--- src/hw/rtl/brle_pkg.sv ---
`default_nettype none

package brle_pkg;

  // Results kept per input word; later results of the same input are dropped.
  localparam int unsigned RESULT_CAP = 24;
  localparam int unsigned RC_W = 5;
  localparam logic [RC_W-1:0] RC_LAST = RC_W'(RESULT_CAP - 1);

  // Header byte layout.
  localparam logic [7:0] HDR_LEN_MASK = 8'h7f;
  localparam logic [7:0] HDR_REPEAT = 8'h80;

  // Packet lengths that the scanner produces as fixed cases.
  localparam logic [7:0] LONE_LEN = 8'd1;
  localparam logic [7:0] PAIR_LEN = 8'd2;
  localparam logic [7:0] TRIPLE_LEN = 8'd3;

  // What sits at the front of the window.
  typedef enum logic [1:0] {
    KIND_NONE = 2'd0,
    KIND_LIT  = 2'd1,
    KIND_REP  = 2'd2
  } kind_e;

  typedef enum logic [1:0] {
    EM_IDLE,
    EM_READ,
    EM_SEND
  } em_state_e;

  // Packets settled by one input word: a first packet and an optional second.
  typedef struct packed {
    logic       start;
    logic       at_end;
    logic       a_rep;
    logic [7:0] a_len;
    logic       b_pend;
    logic       b_rep;
    logic [7:0] rep_byte;
  } plan_t;

  function automatic logic [7:0] hdr_byte(input logic rep, input logic [7:0] len);
    logic [7:0] len_m1;
    len_m1 = len - 8'd1;
    return rep ? (HDR_REPEAT | (len_m1 & HDR_LEN_MASK)) : (len_m1 & HDR_LEN_MASK);
  endfunction

endpackage

`default_nettype wire

--- src/hw/rtl/brle_if.sv ---
`default_nettype none

interface brle_in_if;
  logic       valid;
  logic       ready;
  logic [7:0] data_byte;
  logic       last_in_block;

  modport source (output valid, output data_byte, output last_in_block, input ready);
  modport sink (input valid, input data_byte, input last_in_block, output ready);
endinterface

interface brle_out_if;
  logic        valid;
  logic        ready;
  logic [63:0] out_bytes;
  logic [3:0]  valid_bytes;
  logic        ends_packet;
  logic        ends_block;
  logic        last_of_run;

  modport source (output valid, output out_bytes, output valid_bytes, output ends_packet,
                  output ends_block, output last_of_run, input ready);
  modport sink (input valid, input out_bytes, input valid_bytes, input ends_packet,
                input ends_block, input last_of_run, output ready);
endinterface

`default_nettype wire

--- src/hw/rtl/brle_window_ram.sv ---
`default_nettype none

// Window store: one row per output word, one byte lane per output lane.
// Byte-wide writes, one registered row read per cycle.
module brle_window_ram #(
  parameter int unsigned MAX_PACKET = 128,
  parameter int unsigned OUT_LANES = 8,
  localparam int unsigned ROWS = (MAX_PACKET + 1) / OUT_LANES + 1,
  localparam int unsigned ROW_W = (ROWS > 1) ? $clog2(ROWS) : 1,
  localparam int unsigned LANE_W = (OUT_LANES > 1) ? $clog2(OUT_LANES) : 1
) (
  input  logic                        clk_i,
  input  logic                        we_i,
  input  logic [ROW_W-1:0]            wr_row_i,
  input  logic [LANE_W-1:0]           wr_lane_i,
  input  logic [7:0]                  wr_data_i,
  input  logic                        rd_en_i,
  input  logic [ROW_W-1:0]            rd_row_i,
  output logic [OUT_LANES-1:0][7:0]   rd_data_o
);

  logic [OUT_LANES-1:0][7:0] window_q [ROWS];
  logic [OUT_LANES-1:0][7:0] rd_data_q;

  always_ff @(posedge clk_i) begin
    if (we_i) begin
      window_q[wr_row_i][wr_lane_i] <= wr_data_i;
    end
  end

  always_ff @(posedge clk_i) begin
    if (rd_en_i) begin
      rd_data_q <= window_q[rd_row_i];
    end
  end

  assign rd_data_o = rd_data_q;

endmodule

`default_nettype wire

--- src/hw/rtl/brle_scan.sv ---
`default_nettype none

// Front-of-window tracker. Keeps the pending count, the kind of the front
// packet and the last two bytes, and settles packets as each byte arrives.
// Literal bytes go into the window RAM at their position within the packet
// (position zero is the header).
module brle_scan #(
  parameter int unsigned MAX_PACKET = 128,
  parameter int unsigned OUT_LANES = 8,
  localparam int unsigned ROWS = (MAX_PACKET + 1) / OUT_LANES + 1,
  localparam int unsigned ROW_W = (ROWS > 1) ? $clog2(ROWS) : 1,
  localparam int unsigned LANE_W = (OUT_LANES > 1) ? $clog2(OUT_LANES) : 1
) (
  input  logic                  clk_i,
  input  logic                  rst_ni,
  input  logic                  accept_i,
  input  logic [7:0]            data_byte_i,
  input  logic                  last_i,
  output brle_pkg::plan_t       plan_o,
  output logic                  we_o,
  output logic [ROW_W-1:0]      wr_row_o,
  output logic [LANE_W-1:0]     wr_lane_o,
  output logic [7:0]            wr_data_o
);

  localparam logic [7:0] MAX_N = 8'(MAX_PACKET);
  localparam logic [ROW_W-1:0] POS1_ROW = ROW_W'(1 / OUT_LANES);
  localparam logic [LANE_W-1:0] POS1_LANE = LANE_W'(1 % OUT_LANES);
  localparam logic [ROW_W-1:0] POS2_ROW = ROW_W'(2 / OUT_LANES);
  localparam logic [LANE_W-1:0] POS2_LANE = LANE_W'(2 % OUT_LANES);
  localparam logic [LANE_W-1:0] LANE_LAST = LANE_W'(OUT_LANES - 1);

  logic [7:0]        cnt_q, cnt_d;
  brle_pkg::kind_e   kind_q, kind_d;
  logic [7:0]        p1_q, p2_q;
  logic [ROW_W-1:0]  wrow_q, wrow_d;
  logic [LANE_W-1:0] wlane_q, wlane_d;

  logic [7:0] n_cnt;
  logic       flush, same1, triple, rep_mis, wr, emit;
  brle_pkg::plan_t plan;

  always_comb begin
    n_cnt   = cnt_q + 8'd1;
    flush   = last_i || (n_cnt == MAX_N);
    same1   = (data_byte_i == p1_q);
    triple  = same1 && (p1_q == p2_q);
    rep_mis = 1'b0;
    wr      = 1'b1;
    emit    = 1'b0;
    cnt_d   = cnt_q;
    kind_d  = kind_q;
    plan    = '0;

    case (kind_q)
      brle_pkg::KIND_NONE: begin
        if (cnt_q == 8'd0) begin
          if (last_i) begin
            emit       = 1'b1;
            plan.a_len = brle_pkg::LONE_LEN;
            cnt_d      = 8'd0;
          end else begin
            cnt_d = 8'd1;
          end
        end else begin
          if (flush) begin
            emit          = 1'b1;
            plan.a_rep    = same1;
            plan.a_len    = brle_pkg::PAIR_LEN;
            plan.rep_byte = p1_q;
            cnt_d         = 8'd0;
          end else begin
            cnt_d  = n_cnt;
            kind_d = same1 ? brle_pkg::KIND_REP : brle_pkg::KIND_LIT;
          end
        end
      end
      brle_pkg::KIND_REP: begin
        if (same1) begin
          // Run continues; its bytes are never read back.
          wr = 1'b0;
          if (flush) begin
            emit          = 1'b1;
            plan.a_rep    = 1'b1;
            plan.a_len    = n_cnt;
            plan.rep_byte = p1_q;
            cnt_d         = 8'd0;
            kind_d        = brle_pkg::KIND_NONE;
          end else begin
            cnt_d = n_cnt;
          end
        end else begin
          // Run broken: the new byte opens a fresh window at position one.
          rep_mis       = 1'b1;
          emit          = 1'b1;
          plan.a_rep    = 1'b1;
          plan.a_len    = cnt_q;
          plan.rep_byte = p1_q;
          kind_d        = brle_pkg::KIND_NONE;
          if (last_i) begin
            plan.b_pend = 1'b1;
            cnt_d       = 8'd0;
          end else begin
            cnt_d = 8'd1;
          end
        end
      end
      brle_pkg::KIND_LIT: begin
        if (triple) begin
          // Three equal bytes end the literal and start a run.
          emit       = 1'b1;
          plan.a_len = cnt_q - 8'd2;
          if (last_i) begin
            plan.b_pend   = 1'b1;
            plan.b_rep    = 1'b1;
            plan.rep_byte = data_byte_i;
            cnt_d         = 8'd0;
            kind_d        = brle_pkg::KIND_NONE;
          end else begin
            cnt_d  = brle_pkg::TRIPLE_LEN;
            kind_d = brle_pkg::KIND_REP;
          end
        end else if (flush) begin
          emit       = 1'b1;
          plan.a_len = n_cnt;
          cnt_d      = 8'd0;
          kind_d     = brle_pkg::KIND_NONE;
        end else begin
          cnt_d = n_cnt;
        end
      end
      default: begin
        wr     = 1'b0;
        cnt_d  = 8'd0;
        kind_d = brle_pkg::KIND_NONE;
      end
    endcase

    plan.at_end = last_i;
    plan.start  = emit && accept_i;

    if (cnt_d == 8'd0) begin
      wrow_d  = POS1_ROW;
      wlane_d = POS1_LANE;
    end else if (rep_mis) begin
      wrow_d  = POS2_ROW;
      wlane_d = POS2_LANE;
    end else if (wr) begin
      if (wlane_q == LANE_LAST) begin
        wlane_d = '0;
        wrow_d  = ROW_W'(wrow_q + 1'b1);
      end else begin
        wlane_d = LANE_W'(wlane_q + 1'b1);
        wrow_d  = wrow_q;
      end
    end else begin
      wrow_d  = wrow_q;
      wlane_d = wlane_q;
    end
  end

  always_ff @(posedge clk_i or negedge rst_ni) begin
    if (!rst_ni) begin
      cnt_q   <= 8'd0;
      kind_q  <= brle_pkg::KIND_NONE;
      wrow_q  <= POS1_ROW;
      wlane_q <= POS1_LANE;
    end else if (accept_i) begin
      cnt_q   <= cnt_d;
      kind_q  <= kind_d;
      wrow_q  <= wrow_d;
      wlane_q <= wlane_d;
    end
  end

  always_ff @(posedge clk_i) begin
    if (accept_i) begin
      p2_q <= p1_q;
      p1_q <= data_byte_i;
    end
  end

  assign plan_o    = plan;
  assign we_o      = accept_i && wr;
  assign wr_row_o  = rep_mis ? POS1_ROW : wrow_q;
  assign wr_lane_o = rep_mis ? POS1_LANE : wlane_q;
  assign wr_data_o = data_byte_i;

endmodule

`default_nettype wire

--- src/hw/rtl/brle_emit.sv ---
`default_nettype none

// Packet emitter. Walks the rows of a settled packet, one RAM read per
// result word, and places the header in lane zero of the first word.
module brle_emit #(
  parameter int unsigned MAX_PACKET = 128,
  parameter int unsigned OUT_LANES = 8,
  localparam int unsigned ROWS = (MAX_PACKET + 1) / OUT_LANES + 1,
  localparam int unsigned ROW_W = (ROWS > 1) ? $clog2(ROWS) : 1
) (
  input  logic                       clk_i,
  input  logic                       rst_ni,
  input  brle_pkg::plan_t            plan_i,
  output logic                       busy_o,
  output logic                       rd_en_o,
  output logic [ROW_W-1:0]           rd_row_o,
  input  logic [OUT_LANES-1:0][7:0]  rd_data_i,
  brle_out_if.source                 out_o
);

  localparam logic [7:0] LANES_B = 8'(OUT_LANES);

  brle_pkg::em_state_e st_q, st_d;
  logic                     cur_rep_q, cur_rep_d;
  logic [7:0]               hdr_q, hdr_d;
  logic [7:0]               rem_q, rem_d;
  logic [ROW_W-1:0]         row_q, row_d;
  logic                     b_pend_q, b_pend_d;
  logic                     b_rep_q, b_rep_d;
  logic [7:0]               rep_byte_q, rep_byte_d;
  logic                     at_end_q, at_end_d;
  logic [brle_pkg::RC_W-1:0] rc_q, rc_d;

  logic        ovalid_q;
  logic [63:0] obytes_q;
  logic [3:0]  ovb_q;
  logic        oep_q, oeb_q, olr_q;

  logic        load, ends_pkt, is_last;
  logic [3:0]  vb;
  logic [63:0] word;

  always_comb begin
    ends_pkt = (rem_q <= LANES_B);
    is_last  = (ends_pkt && !b_pend_q) || (rc_q == brle_pkg::RC_LAST);
    vb       = ends_pkt ? rem_q[3:0] : 4'(OUT_LANES);

    word = '0;
    for (int j = 0; j < OUT_LANES; j++) begin
      if (4'(j) < vb) begin
        if ((row_q == '0) && (j == 0)) begin
          word[8*j +: 8] = hdr_q;
        end else if (cur_rep_q) begin
          word[8*j +: 8] = rep_byte_q;
        end else begin
          word[8*j +: 8] = rd_data_i[j];
        end
      end
    end
  end

  always_comb begin
    st_d       = st_q;
    cur_rep_d  = cur_rep_q;
    hdr_d      = hdr_q;
    rem_d      = rem_q;
    row_d      = row_q;
    b_pend_d   = b_pend_q;
    b_rep_d    = b_rep_q;
    rep_byte_d = rep_byte_q;
    at_end_d   = at_end_q;
    rc_d       = rc_q;
    rd_en_o    = 1'b0;
    load       = 1'b0;

    case (st_q)
      brle_pkg::EM_IDLE: begin
        if (plan_i.start) begin
          cur_rep_d  = plan_i.a_rep;
          hdr_d      = brle_pkg::hdr_byte(plan_i.a_rep, plan_i.a_len);
          rem_d      = plan_i.a_rep ? brle_pkg::PAIR_LEN : (plan_i.a_len + 8'd1);
          row_d      = '0;
          b_pend_d   = plan_i.b_pend;
          b_rep_d    = plan_i.b_rep;
          rep_byte_d = plan_i.rep_byte;
          at_end_d   = plan_i.at_end;
          rc_d       = '0;
          st_d       = brle_pkg::EM_READ;
        end
      end
      brle_pkg::EM_READ: begin
        rd_en_o = 1'b1;
        st_d    = brle_pkg::EM_SEND;
      end
      brle_pkg::EM_SEND: begin
        if (!ovalid_q || out_o.ready) begin
          load = 1'b1;
          rc_d = brle_pkg::RC_W'(rc_q + 1'b1);
          if (is_last) begin
            st_d = brle_pkg::EM_IDLE;
          end else if (ends_pkt) begin
            // Second packet of the same input: a three-byte run or a lone literal.
            cur_rep_d = b_rep_q;
            hdr_d     = b_rep_q ? brle_pkg::hdr_byte(1'b1, brle_pkg::TRIPLE_LEN)
                                : brle_pkg::hdr_byte(1'b0, brle_pkg::LONE_LEN);
            rem_d     = brle_pkg::PAIR_LEN;
            row_d     = '0;
            b_pend_d  = 1'b0;
            st_d      = brle_pkg::EM_READ;
          end else begin
            rem_d = rem_q - LANES_B;
            row_d = ROW_W'(row_q + 1'b1);
            st_d  = brle_pkg::EM_READ;
          end
        end
      end
      default: begin
        st_d = brle_pkg::EM_IDLE;
      end
    endcase
  end

  always_ff @(posedge clk_i or negedge rst_ni) begin
    if (!rst_ni) begin
      st_q     <= brle_pkg::EM_IDLE;
      ovalid_q <= 1'b0;
    end else begin
      st_q <= st_d;
      if (load) begin
        ovalid_q <= 1'b1;
      end else if (out_o.ready) begin
        ovalid_q <= 1'b0;
      end
    end
  end

  always_ff @(posedge clk_i) begin
    cur_rep_q  <= cur_rep_d;
    hdr_q      <= hdr_d;
    rem_q      <= rem_d;
    row_q      <= row_d;
    b_pend_q   <= b_pend_d;
    b_rep_q    <= b_rep_d;
    rep_byte_q <= rep_byte_d;
    at_end_q   <= at_end_d;
    rc_q       <= rc_d;
    if (load) begin
      obytes_q <= word;
      ovb_q    <= vb;
      oep_q    <= ends_pkt;
      olr_q    <= is_last;
      oeb_q    <= is_last && at_end_q;
    end
  end

  assign busy_o            = (st_q != brle_pkg::EM_IDLE);
  assign rd_row_o          = row_q;
  assign out_o.valid       = ovalid_q;
  assign out_o.out_bytes   = obytes_q;
  assign out_o.valid_bytes = ovb_q;
  assign out_o.ends_packet = oep_q;
  assign out_o.ends_block  = oeb_q;
  assign out_o.last_of_run = olr_q;

endmodule

`default_nettype wire

--- src/hw/rtl/byte_run_rle_encoder_top.sv ---
`default_nettype none

// Channel   Dir  Word contents
// in_i      in   data_byte, last_in_block (one raw byte, block-end flag)
// out_o     out  out_bytes, valid_bytes, ends_packet, ends_block, last_of_run
//
// A byte that settles no packet leaves the input ready, so the next byte can
// follow in the cycle after it. A byte that settles packets holds the input
// off while each result word takes a window RAM row read and then a load of
// the output register. At most two packets are settled by one byte.
// Reset clears the scanner and emitter control state only; the window RAM is
// never cleared, since only positions written in the current packet are read.
// A stalled output holds the emitter in its send state; bytes are taken again
// as soon as the last word of the byte is in the output register.
//
// The byte-run scheme: a packet starts with a header byte whose low seven bits
// hold the length minus one and whose top bit marks a repeat. A repeat packet
// carries one data byte, a literal packet carries all of its bytes. The
// scanner tracks the front of the window incrementally (count, kind and the
// last two bytes), so each byte is settled with a few byte compares. Literal
// bytes are stored in the window RAM at their packet position, laid out as
// rows of OUT_LANES bytes so that each result word is a single row read.
module byte_run_rle_encoder_top #(
  parameter int unsigned MAX_PACKET = 128,
  parameter int unsigned OUT_LANES = 8
) (
  input  logic        clk_i,
  input  logic        rst_ni,
  brle_in_if.sink     in_i,
  brle_out_if.source  out_o
);

  localparam int unsigned ROWS = (MAX_PACKET + 1) / OUT_LANES + 1;
  localparam int unsigned ROW_W = (ROWS > 1) ? $clog2(ROWS) : 1;
  localparam int unsigned LANE_W = (OUT_LANES > 1) ? $clog2(OUT_LANES) : 1;

  logic                      accept;
  logic                      busy;
  brle_pkg::plan_t           plan;
  logic                      we;
  logic [ROW_W-1:0]          wr_row;
  logic [LANE_W-1:0]         wr_lane;
  logic [7:0]                wr_data;
  logic                      rd_en;
  logic [ROW_W-1:0]          rd_row;
  logic [OUT_LANES-1:0][7:0] rd_data;

  // Bytes are taken whenever the emitter has nothing left to send for the
  // previous byte; the output register decouples the result side.
  assign in_i.ready = !busy;
  assign accept     = in_i.valid && in_i.ready;

  brle_scan #(
    .MAX_PACKET (MAX_PACKET),
    .OUT_LANES  (OUT_LANES)
  ) u_scan (
    .clk_i       (clk_i),
    .rst_ni      (rst_ni),
    .accept_i    (accept),
    .data_byte_i (in_i.data_byte),
    .last_i      (in_i.last_in_block),
    .plan_o      (plan),
    .we_o        (we),
    .wr_row_o    (wr_row),
    .wr_lane_o   (wr_lane),
    .wr_data_o   (wr_data)
  );

  brle_window_ram #(
    .MAX_PACKET (MAX_PACKET),
    .OUT_LANES  (OUT_LANES)
  ) u_ram (
    .clk_i     (clk_i),
    .we_i      (we),
    .wr_row_i  (wr_row),
    .wr_lane_i (wr_lane),
    .wr_data_i (wr_data),
    .rd_en_i   (rd_en),
    .rd_row_i  (rd_row),
    .rd_data_o (rd_data)
  );

  brle_emit #(
    .MAX_PACKET (MAX_PACKET),
    .OUT_LANES  (OUT_LANES)
  ) u_emit (
    .clk_i     (clk_i),
    .rst_ni    (rst_ni),
    .plan_i    (plan),
    .busy_o    (busy),
    .rd_en_o   (rd_en),
    .rd_row_o  (rd_row),
    .rd_data_i (rd_data),
    .out_o     (out_o)
  );

  // The block end always flushes at least one packet.
  a_end_flushes: assert property (@(posedge clk_i) disable iff (!rst_ni)
    accept && in_i.last_in_block |=> busy)
    else $error("block end did not start packet output");

  // A word never carries more bytes than there are lanes, and never none.
  a_lane_count: assert property (@(posedge clk_i) disable iff (!rst_ni)
    out_o.valid |-> (out_o.valid_bytes != 4'd0) && (out_o.valid_bytes <= 4'(OUT_LANES)))
    else $error("valid_bytes out of range");

  // The block's last byte closes a packet and is the last word of its input.
  a_block_end_word: assert property (@(posedge clk_i) disable iff (!rst_ni)
    out_o.valid && out_o.ends_block |-> out_o.last_of_run && out_o.ends_packet)
    else $error("ends_block on a word that does not close the run");

  // Packets are only settled by an accepted byte.
  a_plan_on_accept: assert property (@(posedge clk_i) disable iff (!rst_ni)
    plan.start |-> accept && !busy)
    else $error("packet settled without an accepted byte");

endmodule

`default_nettype wire
--- src/flat_wrapper.sv ---
// flat-port wrapper written by rule: the top's interface ports become plain ports
module byte_run_rle_encoder_top_flat 
#(
  parameter int unsigned MAX_PACKET = 128,
  parameter int unsigned OUT_LANES = 8
)
  (clk_i, rst_ni, in_i_valid, in_i_data_byte, in_i_last_in_block, in_i_ready, out_o_valid, out_o_out_bytes, out_o_valid_bytes, out_o_ends_packet, out_o_ends_block, out_o_last_of_run, out_o_ready);
  brle_in_if in_i_i ();
  brle_out_if out_o_i ();
  input  logic clk_i;
  input  logic rst_ni;
  input wire logic [$bits(in_i_i.valid)-1:0] in_i_valid;
  input wire logic [$bits(in_i_i.data_byte)-1:0] in_i_data_byte;
  input wire logic [$bits(in_i_i.last_in_block)-1:0] in_i_last_in_block;
  output wire logic [$bits(in_i_i.ready)-1:0] in_i_ready;
  output wire logic [$bits(out_o_i.valid)-1:0] out_o_valid;
  output wire logic [$bits(out_o_i.out_bytes)-1:0] out_o_out_bytes;
  output wire logic [$bits(out_o_i.valid_bytes)-1:0] out_o_valid_bytes;
  output wire logic [$bits(out_o_i.ends_packet)-1:0] out_o_ends_packet;
  output wire logic [$bits(out_o_i.ends_block)-1:0] out_o_ends_block;
  output wire logic [$bits(out_o_i.last_of_run)-1:0] out_o_last_of_run;
  input wire logic [$bits(out_o_i.ready)-1:0] out_o_ready;
  assign in_i_i.valid = in_i_valid;
  assign in_i_i.data_byte = in_i_data_byte;
  assign in_i_i.last_in_block = in_i_last_in_block;
  assign in_i_ready = in_i_i.ready;
  assign out_o_valid = out_o_i.valid;
  assign out_o_out_bytes = out_o_i.out_bytes;
  assign out_o_valid_bytes = out_o_i.valid_bytes;
  assign out_o_ends_packet = out_o_i.ends_packet;
  assign out_o_ends_block = out_o_i.ends_block;
  assign out_o_last_of_run = out_o_i.last_of_run;
  assign out_o_i.ready = out_o_ready;
  byte_run_rle_encoder_top #(.MAX_PACKET(MAX_PACKET), .OUT_LANES(OUT_LANES)) u_core (.clk_i(clk_i), .rst_ni(rst_ni), .in_i(in_i_i), .out_o(out_o_i));
endmodule
--- config.mk ---
export PLATFORM = sky130hd
export DESIGN_NAME = byte_run_rle_encoder_top_flat
export DESIGN_NICKNAME = d
export VERILOG_FILES = /design/src/hw/rtl/brle_pkg.sv /design/src/hw/rtl/brle_if.sv /design/src/hw/rtl/brle_window_ram.sv /design/src/hw/rtl/brle_scan.sv /design/src/hw/rtl/brle_emit.sv /design/src/hw/rtl/byte_run_rle_encoder_top.sv /design/src/flat_wrapper.sv
export SDC_FILE = /design/constraint.sdc
export NUM_CORES = 1
export LEC_CHECK = 0
export BUFFER_PORTS_ARGS = -buffer_cell sky130_fd_sc_hd__clkbuf_2
export CAP_MARGIN = 20
export CORE_AREA = 2 2 324 326
export CTS_CLUSTER_DIAMETER = 30
export DETAILED_ROUTE_END_ITERATION = 8
export DIE_AREA = 0 0 326 328
export HOLD_SLACK_MARGIN = 0.15
export MAX_ROUTING_LAYER = met4
export PLACE_DENSITY_LB_ADDON = 0.25
export SYNTH_ARGS = -nofsm -noshare
export SYNTH_HDL_FRONTEND = slang
export SYNTH_SLANG_ARGS = --single-unit
--- constraint.sdc ---
create_clock -name clk_i -period 4.36 [get_ports clk_i]
set_clock_uncertainty 0.15 [all_clocks]
set_input_delay 0 -clock clk_i [delete_from_list [all_inputs] [get_ports clk_i]]
set_output_delay 0 -clock clk_i [all_outputs]
set_load 0.1 [all_outputs]
==> metrics.cfg <==
[worst_hold_path]
worstHoldPathType = input pin to flop
holdPathStages = 5
min_from = in_i_valid

[detailed_routing]
num_vias = 26882
via_per_inst = 5.99
wl_um = 129000
drt_iter0_drc = 3390
routedWlPerCell_um = 28.8
drc_errors = 0
ant_nets = 0
dr.pass1.iters = 8

[floorplan]
io_pins = 86
chipWidth_um = 326
initial_core_util_pct = 49.7
core.rowCount = 118
die_h_um = 328
die-area_um2 = 107000
core_um2 = 103000

[pwr]
p_int_mw = 29.1
swShare_pct = 28.6
power.total_mw = 40.7
ir_worst_vdd_mv = 0.542
leakage_nw = 20.6
p_seq_share_pct = 37.1
powerDensity_nw_per_um2 = 651
combPwrFrac_pct = 20.6
clock_power_share_pct = 42.3
p_switching_mw = 11.6

[clock_tree]
cts_sinks = 1297
clk_path_buf_depth = 3
cts_buffers = 226
clock_latency_ns = 0.79
htreeDepth = 4
path_clk_slew_ns = 0.05
cts_tree = done
cts-root-buf = clkbuf_16

[yosys]
async_flop_share_pct = 1.62
netlist_instances = 2501
seq_area_frac_synth_pct = 75.7
synth_edf_count = 1276
synth_area_um2 = 51300
ys_types = 83
ys_seq_elements = 1297
syn_avg_cell_area_um2 = 20.5
synth_nets = 2532
yosysWarningCount = 0
synth_ff_type = edfxtp_1

[placed_design]
placed_area_um2 = 54600
place.gp.congestion = 0.868
portBuffers = 85
place_hpwl_um = 78600

[grt]
top_usage_layer = met2
grt_pass1_vias = 27672
use_met1_pct = 34.6
use_met3_pct = 5.83
grt_overflow_total = 0
grt_max_degree = 139
grt_pass1_wl_um = 190000
grt_usage_pct = 25.3
met2_usage_pct = 38.4
antenna_found_initial = 1

[finish]
nets = 2945
drive_above_1_share_pct = 34.1
areaGrowthSynthToFinish_pct = 21.8
fin_area_um2 = 62500

[sta]
relSlewSlack_pct = 22.3
max_freq_mhz = 241
fin_crit_ns = 4.15
rsz0062_at_grt = no
worst_pin_slew_ns = 1.17
final.setup.tns_ns = 0
slew_violations = 0
hold_viol_final = 0
finalCritPeriodShare_pct = 95.3
setup_viol_count_final = 0

[critical_path]
r2r_cells = 11
arrival_ns = 4.48
slowest_delay_ns = 0.65
startpoint = u_core.u_scan.p1_q[2]$_DFFE_PP_
required_ns = 4.68
reg2reg_from = u_core.u_scan.p1_q[2]$_DFFE_PP_
worstPathCellList = xnor2_1, nand4_1, dlygate4sd3_1, o21ai_1, a211oi_2, nand2_1, nor2_1, nand2_1, buf_4, nor2_1, buf_4
crit_fanout = 11
cp-end-kind = flop
startpoint_type = flop
critPathSlowestCell = dlygate4sd3_1
path_class = flop to flop

[job]
cap_violations = 0

[outcome]
run_status = complete, no violations

[power by group through the flow]
stage / Clock (mW) / Sequential [mW] / Combinational, mW
4_1_cts: 17.4 / 15.1 / 8.42
6_report: 17.2 / 15.1 / 8.37
3_3_place_gp: 0 / 15.3 / 8.28
3_5_place_dp: 0 / 15.3 / 8.34
5_1_grt: 18.0 / 15.1 / 8.81
2_1_floorplan: 0 / 16.4 / 4.71
[per-layer routing]
metal	vias up	share of wire (%)	wire length, um
li1	11186	-	-
met1	14055	41	52500
met2	1437	48	62000
met3	204	9.2	11900
met4	0	2.3	3020
met5	-	0	0
[cells in the mapped netlist (7+ instances only)]
master | n | share of area (%)
xnor2_1 | 20 | 0.34
nand2b_1 | 67 | 0.82
clkbuf_1 | 84 | 0.61
buf_1 | 34 | 0.25
nand2_1 | 63 | 0.46
mux4_2 | 320 | 14
nor3_1 | 12 | 0.12
a21oi_1 | 73 | 0.71
nand3_1 | 20 | 0.20
xor2_1 | 17 | 0.29
inv_1 | 29 | 0.21
a22oi_1 | 10 | 0.15
mux2_2 | 65 | 1.4
and3_1 | 9 | 0.11
nand4_1 | 7 | 0.085
dfrtp_1 | 20 | 0.98
ha_1 | 18 | 0.44
o21ai_0 | 22 | 0.21
edfxtp_1 | 1276 | 75
nor2_1 | 196 | 1.4
a311oi_1 | 9 | 0.15
[sequential cells by signal, indices dropped and copies added (netlist names), 8 cells and up]
name                           flops
u_core.u_ram.window_q           1088
u_core.u_emit.out_o.out_bytes     64
u_core.u_ram.rd_data_o            64
u_core.u_emit.hdr_q                8
u_core.u_emit.rem_q                8
u_core.u_emit.rep_byte_q           8
u_core.u_scan.cnt_q                8
u_core.u_scan.p1_q                 8
u_core.u_scan.p2_q                 8
[area by class of cell]
type / count / area (um^2)
fillers: 7207 / 40700
flip-flops and latches: 1297 / 38800
multi-input cells: 1052 / 11900
clock buffers: 267 / 5960
repair buffers: 307 / 2300
well taps: 1380 / 1730
clock inverters: 152 / 1620
inverters: 30 / 114
diodes: 2 / 5.00
[worst max-delay path: cells and delay by family, from the launching register on]
family                 cells  cell delay (ns)
flip-flops                 1             0.46
AND/OR/NAND/NOR            5             1.33
buffers and inverters      3             1.23
XOR/XNOR                   1             0.18
AO/OA/AOI/OAI              2             0.50
[cells in the final DEF (no fill, tap or decap), drive strengths merged, types with 21 or more instances in the layout]
cell type,n
a21oi,75
buf,209
bufinv,24
clkbuf,344
clkinv,81
clkinvlp,26
dlygate4sd3,21
edfxtp,1276
inv,51
mux2,65
mux4,320
nand2,63
nand2b,67
nor2,197
o21ai,27
[what timing repair did]
action / in CTS / in global routing
setup endpoints to repair: 0 / 149
resized for setup: 0 / 5
hold buffers: 22 / 0
setup buffers: 0 / 0
hold endpoints to repair: 640 / 0
[cell families (layout without fill, tap and decap cells)]
kind of cell / Yosys count / in the layout / synth area share [%]
other: 0 / 2 / 0
multiplexers: 385 / 385 / 15.5
XOR/XNOR: 37 / 37 / 0.632
buffers and inverters: 152 / 756 / 1.13
flip-flops: 1297 / 1297 / 75.7
AO/OA/AOI/OAI: 188 / 188 / 2.55
AND/OR/NAND/NOR: 424 / 424 / 4.04
adder cells (fa/ha/maj): 18 / 18 / 0.439
[through the flow]
stage	utilization, %	setup slack [ns]	hold slack, ns	std cells
final	60.5	0.205	0.233	4487
after global routing	60.5	0.0275	0.247	4485
after CTS	60.5	0.0708	0.179	4485
after detailed placement	52.9	0.510	-0.100	4044
after global placement	52.9	0.545	-0.103	4044
after floorplan	-	0.233	-0.446	2501
[worst paths after layout]
path / slack (ns) / to
worst max-delay path: 0.21 / u_core.u_ram.window_q[1][39]$_DFFE_PP_
worst min-delay path: 0.23 / u_core.u_scan.wlane_q[0]$_DFFE_PN1P_
worst max register to register: 0.21 / u_core.u_ram.window_q[1][39]$_DFFE_PP_
worst min register to register: 0.38 / u_core.u_emit.out_o.ends_block$_DFFE_PP_
max in group asynchronous: 3.18 / u_core.u_scan.wlane_q[0]$_DFFE_PN1P_
min in group asynchronous: 0.65 / u_core.u_scan.wrow_q[3]$_DFFE_PN0P_
Note: power is estimated with default switching activity, not from simulation.
